[config.mk]
export PLATFORM = sky130hd
export DESIGN_NAME = efd_diffuse
export DESIGN_NICKNAME = d
export VERILOG_FILES = /design/src/hdl/efd_pkg.sv /design/src/hdl/efd_diffuse.sv
export SDC_FILE = /design/constraint.sdc
export NUM_CORES = 1
export LEC_CHECK = 0
export BUFFER_PORTS_ARGS = -buffer_cell sky130_fd_sc_hd__clkbuf_2
export CAP_MARGIN = 20
export CORE_ASPECT_RATIO = 0.6
export CORE_MARGIN = 10
export CORE_UTILIZATION = 55
export DETAILED_ROUTE_END_ITERATION = 16
export PLACE_DENSITY = 0.78
export REMOVE_ABC_BUFFERS = 1
export SLEW_MARGIN = 20
export SYNTH_ARGS = -nofsm -noshare
export SYNTH_HDL_FRONTEND = slang
export SYNTH_SLANG_ARGS = --single-unit
export TNS_END_PERCENT = 20
[constraint.sdc]
create_clock -name vclk -period 39.4
set_input_delay 7.88 -clock vclk [all_inputs]
set_output_delay 7.88 -clock vclk [all_outputs]
set_load 0.005 [all_outputs]
[src/hdl/efd_pkg.sv]
// shared types, register codes and arithmetic helpers for the error diffusion dither
// no dependencies; imported by efd_diffuse, error_diffusion_dither and the testbench
package efd_pkg;

    localparam int CFG_IDX_W  = 2;
    localparam int CFG_DATA_W = 16;
    localparam int WIDTH_W    = 11;
    localparam int HEIGHT_W   = 16;
    localparam int THR_W      = 8;
    localparam int PIX_W      = 8;
    localparam int ERR_W      = 11;

    typedef enum logic [CFG_IDX_W-1:0] {
        CFG_IMAGE_WIDTH  = 2'd0,
        CFG_IMAGE_HEIGHT = 2'd1,
        CFG_THRESHOLD    = 2'd2
    } t_cfg_index;

    localparam logic [WIDTH_W-1:0]  WIDTH_RESET     = 11'd640;
    localparam logic [HEIGHT_W-1:0] HEIGHT_RESET    = 16'd480;
    localparam logic [THR_W-1:0]    THRESHOLD_RESET = 8'd128;

    localparam logic [PIX_W-1:0] PIX_WHITE = 8'd255;
    localparam logic [PIX_W-1:0] PIX_BLACK = 8'd0;

    typedef logic signed [ERR_W-1:0] t_err;

    // everything the diffusion arithmetic hands back for one pixel
    typedef struct packed {
        logic white;
        t_err right_share;
        t_err down_left;
        t_err down_mid;
        t_err down_right;
    } t_diffuse;

    // clamp to the signed 11-bit range
    function automatic t_err sat11(input logic signed [12:0] v);
        t_err r;
        if (v > 13'sd1023) begin
            r = 11'sd1023;
        end else if (v < -13'sd1024) begin
            r = -11'sd1024;
        end else begin
            r = v[10:0];
        end
        return r;
    endfunction

    // divide by 16, truncating toward zero
    function automatic t_err div16(input logic signed [14:0] v);
        logic signed [14:0] b;
        b = v + (v[14] ? 15'sd15 : 15'sd0);
        b = b >>> 4;
        return b[10:0];
    endfunction

    // sign extend an error value for a 13-bit sum
    function automatic logic signed [12:0] ext13(input t_err v);
        return {{2{v[ERR_W-1]}}, v};
    endfunction

endpackage

[src/hdl/efd_diffuse.sv]
// per-pixel arithmetic: corrected value, black/white decision and the four error shares
// depends on efd_pkg
module efd_diffuse (
    input  logic [efd_pkg::PIX_W-1:0] i_pixel,
    input  efd_pkg::t_err             i_incoming,
    input  efd_pkg::t_err             i_right,
    input  efd_pkg::t_err             i_pend_left,
    input  efd_pkg::t_err             i_pend_mid,
    input  logic                      i_first_col,
    input  logic [efd_pkg::THR_W-1:0] i_threshold,
    output efd_pkg::t_diffuse         o_diffuse
);
    import efd_pkg::*;

    logic signed [12:0] sum;
    t_err               corr;
    logic               white;
    logic signed [11:0] err;
    logic signed [14:0] err_x;
    logic signed [14:0] prod7;
    logic signed [14:0] prod5;
    logic signed [14:0] prod3;
    t_err               share5;

    always_comb begin
        sum   = $signed({5'b0, i_pixel}) + ext13(i_incoming) + ext13(i_right);
        corr  = sat11(sum);
        white = (corr >= $signed({3'b0, i_threshold}));
        err   = $signed({corr[ERR_W-1], corr}) - (white ? 12'sd255 : 12'sd0);
        err_x = $signed({{3{err[11]}}, err});
        prod7 = err_x * 15'sd7;
        prod5 = err_x * 15'sd5;
        prod3 = err_x * 15'sd3;
        share5 = div16(prod5);

        o_diffuse.white       = white;
        o_diffuse.right_share = div16(prod7);
        o_diffuse.down_left   = sat11(ext13(i_pend_left) + ext13(div16(prod3)));
        // first column starts a fresh partial sum below
        o_diffuse.down_mid    = i_first_col ? share5 : sat11(ext13(i_pend_mid) + ext13(share5));
        o_diffuse.down_right  = div16(err_x);
    end

endmodule

==> results of run 1 <==
[layout make-up]
type	instances	area [sq um]	area share, %
multi-input combinational	603	4980	83.1
timing repair buffer	107	538	8.98
inverter	82	310	5.18
tap	130	163	2.72
[per-layer routing]
| metal | GRT usage, % | share of wire (%) | vias up | wire length [microns] |
|---|---|---|---|---|
| met3 | 5.15 | 9.7 | 6 | 1490 |
| met2 | 34.5 | 43 | 222 | 6630 |
| li1 | - | - | 2654 | - |
| met5 | 0 | 0 | - | 0 |
| met1 | 28.9 | 47 | 2523 | 7260 |
| met4 | 0.575 | 0.12 | 0 | 18 |
[per-stage QoR]
stage                     area (sq um)  hold slack, ns  cells  setup WS, ns  utilization, %
after floorplan                   5290           15.84    685         12.78               -
after global placement            5990           16.20    922         11.71            64.3
after detailed placement          5990           16.21    922         11.07            64.3
after CTS                         5990           16.22    922         11.02            64.3
after global routing              5990           16.24    922          9.62            64.3
final                             5990           16.22    922         10.80            64.3
[worst max-delay path: cells and delay by family]
kind,cells,cell delay (ns)
and+or+nand+nor,11,2.11
adders and majority gates,9,2.89
xor gates and xnor gates,1,0.37
AOI/OAI and AO/OA,29,6.59
muxes,2,0.30
buffers and inverters,4,0.57
[final timing paths]
kind / start / to / cells after the start
worst max-delay path: i_pixel[1] / o_diffuse[16] / 56
worst min-delay path: i_first_col / o_diffuse[11] / 3
[placed cells by master, fill, tap and decap left out, types with 5 or more instances in the layout]
| master | instances |
|---|---|
| sky130_fd_sc_hd__a21o_1 | 23 |
| sky130_fd_sc_hd__a21oi_1 | 65 |
| sky130_fd_sc_hd__a31oi_1 | 8 |
| sky130_fd_sc_hd__and2_1 | 6 |
| sky130_fd_sc_hd__and3_1 | 5 |
| sky130_fd_sc_hd__clkbuf_2 | 106 |
| sky130_fd_sc_hd__fa_1 | 24 |
| sky130_fd_sc_hd__ha_1 | 112 |
| sky130_fd_sc_hd__inv_1 | 80 |
| sky130_fd_sc_hd__nand2_1 | 31 |
| sky130_fd_sc_hd__nand2b_1 | 8 |
| sky130_fd_sc_hd__nand3_1 | 18 |
| sky130_fd_sc_hd__nand4_1 | 6 |
| sky130_fd_sc_hd__nor2_1 | 49 |
| sky130_fd_sc_hd__nor2b_1 | 10 |
| sky130_fd_sc_hd__nor3_1 | 7 |
| sky130_fd_sc_hd__o21a_1 | 11 |
| sky130_fd_sc_hd__o21ai_0 | 31 |
| sky130_fd_sc_hd__o21bai_1 | 17 |
| sky130_fd_sc_hd__xnor2_1 | 70 |
| sky130_fd_sc_hd__xor2_1 | 31 |
[logic make-up (layout without fill, tap and decap cells)]
group / Yosys count / count (layout) / synth area share [%]
compound gates: 196 / 196 / 24.1
simple gates: 165 / 165 / 16.2
fa+ha+maj: 136 / 136 / 35.1
xor+xnor: 101 / 101 / 16.5
buf+inv: 93 / 189 / 7.07
mux: 5 / 5 / 1.03
==> reports/results.ini, run 1 <==
[outcome]
run_status=finished clean

[critical_path]
start_kind=input port
critPathCaptureType=primary output
worst_ep_arrival_time_ns=20.72
critical_path.slowest_cell=sky130_fd_sc_hd__o41ai_1
cp.required_ns=31.52
crit_type=in2out
cp_max_fo=9
cp_slowest_stage_delay_ns=0.62
worst_path_most_repeated_cell=sky130_fd_sc_hd__a21oi_1

[synthesis]
synthesis.instances=696
yosysWarningCount=0
yosys.area.top_type=sky130_fd_sc_hd__ha_1
synth_common_cells=sky130_fd_sc_hd__ha_1 (112), sky130_fd_sc_hd__inv_1 (80), sky130_fd_sc_hd__xnor2_1 (70)
synthMostInstantiatedCell=sky130_fd_sc_hd__ha_1
synthTopCellsByArea=sky130_fd_sc_hd__ha_1 (26%), sky130_fd_sc_hd__xnor2_1 (11%), sky130_fd_sc_hd__fa_1 (9.0%)
post_synth_num_cell_types=69
syn_area_per_cell_sq_um=7.70
synthDominantCellAreaShare_pct=26.1
synth_sequential_area_ratio_pct=0
syn_area_sq_um=5360

[routing]
detail_route.wirelength_mm=15.4
wl_per_cell_microns=16.7
detail_route.iter0.violations=349
route.antenna.remaining_nets=0
route.detailed.drc=0
vias_per_cell=5.86
detail_route.first_pass.iterations=5
vias=5405

[grt]
grt_max_degree=13
globalRouteTotalUtil_pct=21.0
antenna_violations_before_repair=0
grt_pass1_wl_mm=25.7
globalRoute.totalOverflow=0
vias_in_the_first_global_route=5309

[hold_path]
hold_path_class=in2out

[clocking]
cts-resized-gates=0
postCtsSetupRepairBufs=0
cts_hold_buf=0

[timing]
setup_total_negative_slack_ns=0
grt_setup_unrepaired=false
worst_pin_slew_ns=0.822
achievable-frequency_mhz=35.0
layout_min_cycle_time_ns=28.60
timing.final.setup_violations=0
drv_slew=0
final_min_period_over_clock_period_pct=72.6
slew_headroom_pct=44.6
final-hold-violation-count=0

[flow_run]
max_cap_violations=0

[floorplan]
boundaryPins=106
rows=27
core_region_area_sq_um=9320
design.die.area_sq_um=14200
floorplan.die.width_microns=147
die_y_microns=96.5
start_util_pct=57.5

[layout]
seq_area_sq_um=0
n_sequential_cell=0
share_of_final_layout_standard_cells_stronger_than_drive_strength_1_pct=16.8
final_net_count=991
num_antenna_cells=0
area.growth.synth_to_final_pct=11.8
final.clkbuf_count=0
fillCellCount=833

[place]
finalWeightedCongestion=0.970
port_buffers=106
place.detailed.hpwl_mm=13.7

Power of run 1 is left out: the tool's default activity adds up to more than one toggle a clock period on the data nets, which glitch-free logic cannot reach.
==> run 2: changes to the inputs <==
- CORE_UTILIZATION: 55 -> 54
- PLACE_DENSITY: 0.78 -> 0.8
- clock period: 39.4 -> 24.5 ns (I/O delays scaled with it)
==> reports/results.ini, run 2 (synthesis gave the netlist of run 1 again) <==
[critical_path]
start_kind=input port
worst-path-buf-inv=4  ; unchanged
worst_ep_arrival_time_ns=17.73  ; -2.99 ns
critPathCaptureType=primary output
cp_max_fo=10  ; +1
worst_path_most_repeated_cell=sky130_fd_sc_hd__a21oi_1
crit_type=in2out
cp.required_ns=19.60  ; -11.92 ns
cpLargestDelayFamily=compound AO/OA/AOI/OAI gates
critical_path.slowest_cell=sky130_fd_sc_hd__o41ai_1
cp_slowest_stage_delay_ns=0.70  ; +0.08 ns

[timing]
layout_min_cycle_time_ns=22.63
setup_total_negative_slack_ns=0  ; unchanged
drv_slew=0  ; unchanged
final.setup.worst_slack_ns=1.87  ; -8.92 ns
slew_headroom_pct=46.0  ; +1.3 points
grt_setup_unrepaired=false
achievable-frequency_mhz=44.2
final_min_period_over_clock_period_pct=92.4
worst_pin_slew_ns=0.802  ; -0.0196 ns
timing.final.setup_violations=0  ; unchanged
fin_worst_hold_slack_ns=10.26  ; -5.96 ns
final-hold-violation-count=0  ; unchanged

[grt]
globalRouteTotalUtil_pct=20.3  ; -0.73 points
grt_pass1_wl_mm=25.6  ; -0.40%
vias_in_the_first_global_route=5289  ; -0.38%
globalRoute.totalOverflow=0  ; unchanged
antenna_violations_before_repair=0  ; unchanged
grt_max_degree=13  ; unchanged

[layout]
seq_area_sq_um=0  ; unchanged
share_of_final_layout_standard_cells_stronger_than_drive_strength_1_pct=16.9  ; +0.10 points
area.growth.synth_to_final_pct=12.0
num_antenna_cells=0  ; unchanged
final.clkbuf_count=0  ; unchanged
mostFrequentLayoutCell=sky130_fd_sc_hd__ha_1
n_sequential_cell=0  ; unchanged
final_net_count=992  ; +0.10%
most-common-layout-cells=sky130_fd_sc_hd__ha_1 (112), sky130_fd_sc_hd__clkbuf_2 (106), sky130_fd_sc_hd__inv_1 (80)

[floorplan]
floorplan.die.width_microns=149  ; +0.80%
core_region_area_sq_um=9770  ; +4.8%
die_y_microns=97.2  ; +0.73%
rows=28  ; +3.7%
design.die.area_sq_um=14400  ; +1.5%
start_util_pct=54.8  ; -2.6 points
boundaryPins=106  ; unchanged

[place]
port_buffers=106  ; unchanged
finalWeightedCongestion=1.01  ; +4.1%
place.detailed.hpwl_mm=13.4  ; -2.1%
pre_cts_ws_ns=2.20  ; -8.87 ns

[outcome]
run_status=finished clean

[hold_path]
hold_path_class=in2out

[flow_run]
max_cap_violations=0  ; unchanged

[routing]
vias=5317  ; -1.6%
detail_route.iter0.violations=335  ; -4.0%
detail_route.wirelength_mm=15.2  ; -1.1%
wl_per_cell_microns=16.4  ; -1.7%
route.antenna.remaining_nets=0  ; unchanged
detail_route.first_pass.iterations=5  ; unchanged
route.detailed.drc=0  ; unchanged
vias_per_cell=5.73  ; -2.3%

[clocking]
cts_hold_buf=0  ; unchanged
cts-resized-gates=0  ; unchanged
postCtsSetupRepairBufs=0  ; unchanged

[run 2: tightest hold or removal path, delay by kind of cell]
kind                   cells  cell delay (ns)
AO/OA/AOI/OAI              1             0.14
buffers and inverters      2             0.32
[run 2: stage by stage]
step / instance area (sq um) / instances / utilization (%)
after floorplan: 5290 / 685 / -
after global placement: 6000 / 928 / 61.4
after detailed placement: 6000 / 928 / 61.4
after CTS: 6000 / 928 / 61.4
after global routing: 6000 / 928 / 61.4
final: 6000 / 928 / 61.4
[run 2: worst paths after layout]
path,endpoint,start,cells after the start
setup / recovery,o_diffuse[16],i_pixel[1],56
hold / removal,o_diffuse[15],i_first_col,3
[run 2: per-layer routing]
metal | track usage [%] | part of all wire, % | wire (microns)
met1 | 29.0 | 49 | 7460
met2 | 32.9 | 43 | 6530
met3 | 2.79 | 7.9 | 1200
met4 | 0.683 | 0.30 | 45
met5 | 0 | 0 | 0
[run 2: cell type report]
| class | instances | area, sq um |
|---|---|---|
| Inverter | 82 | 310 |
| Fill cell | 895 | 3770 |
| Timing Repair Buffer | 108 | 546 |
| Tap cell | 135 | 169 |
| Multi-Input combinational cell | 603 | 4980 |
Power of run 2 is left out for the same reason.
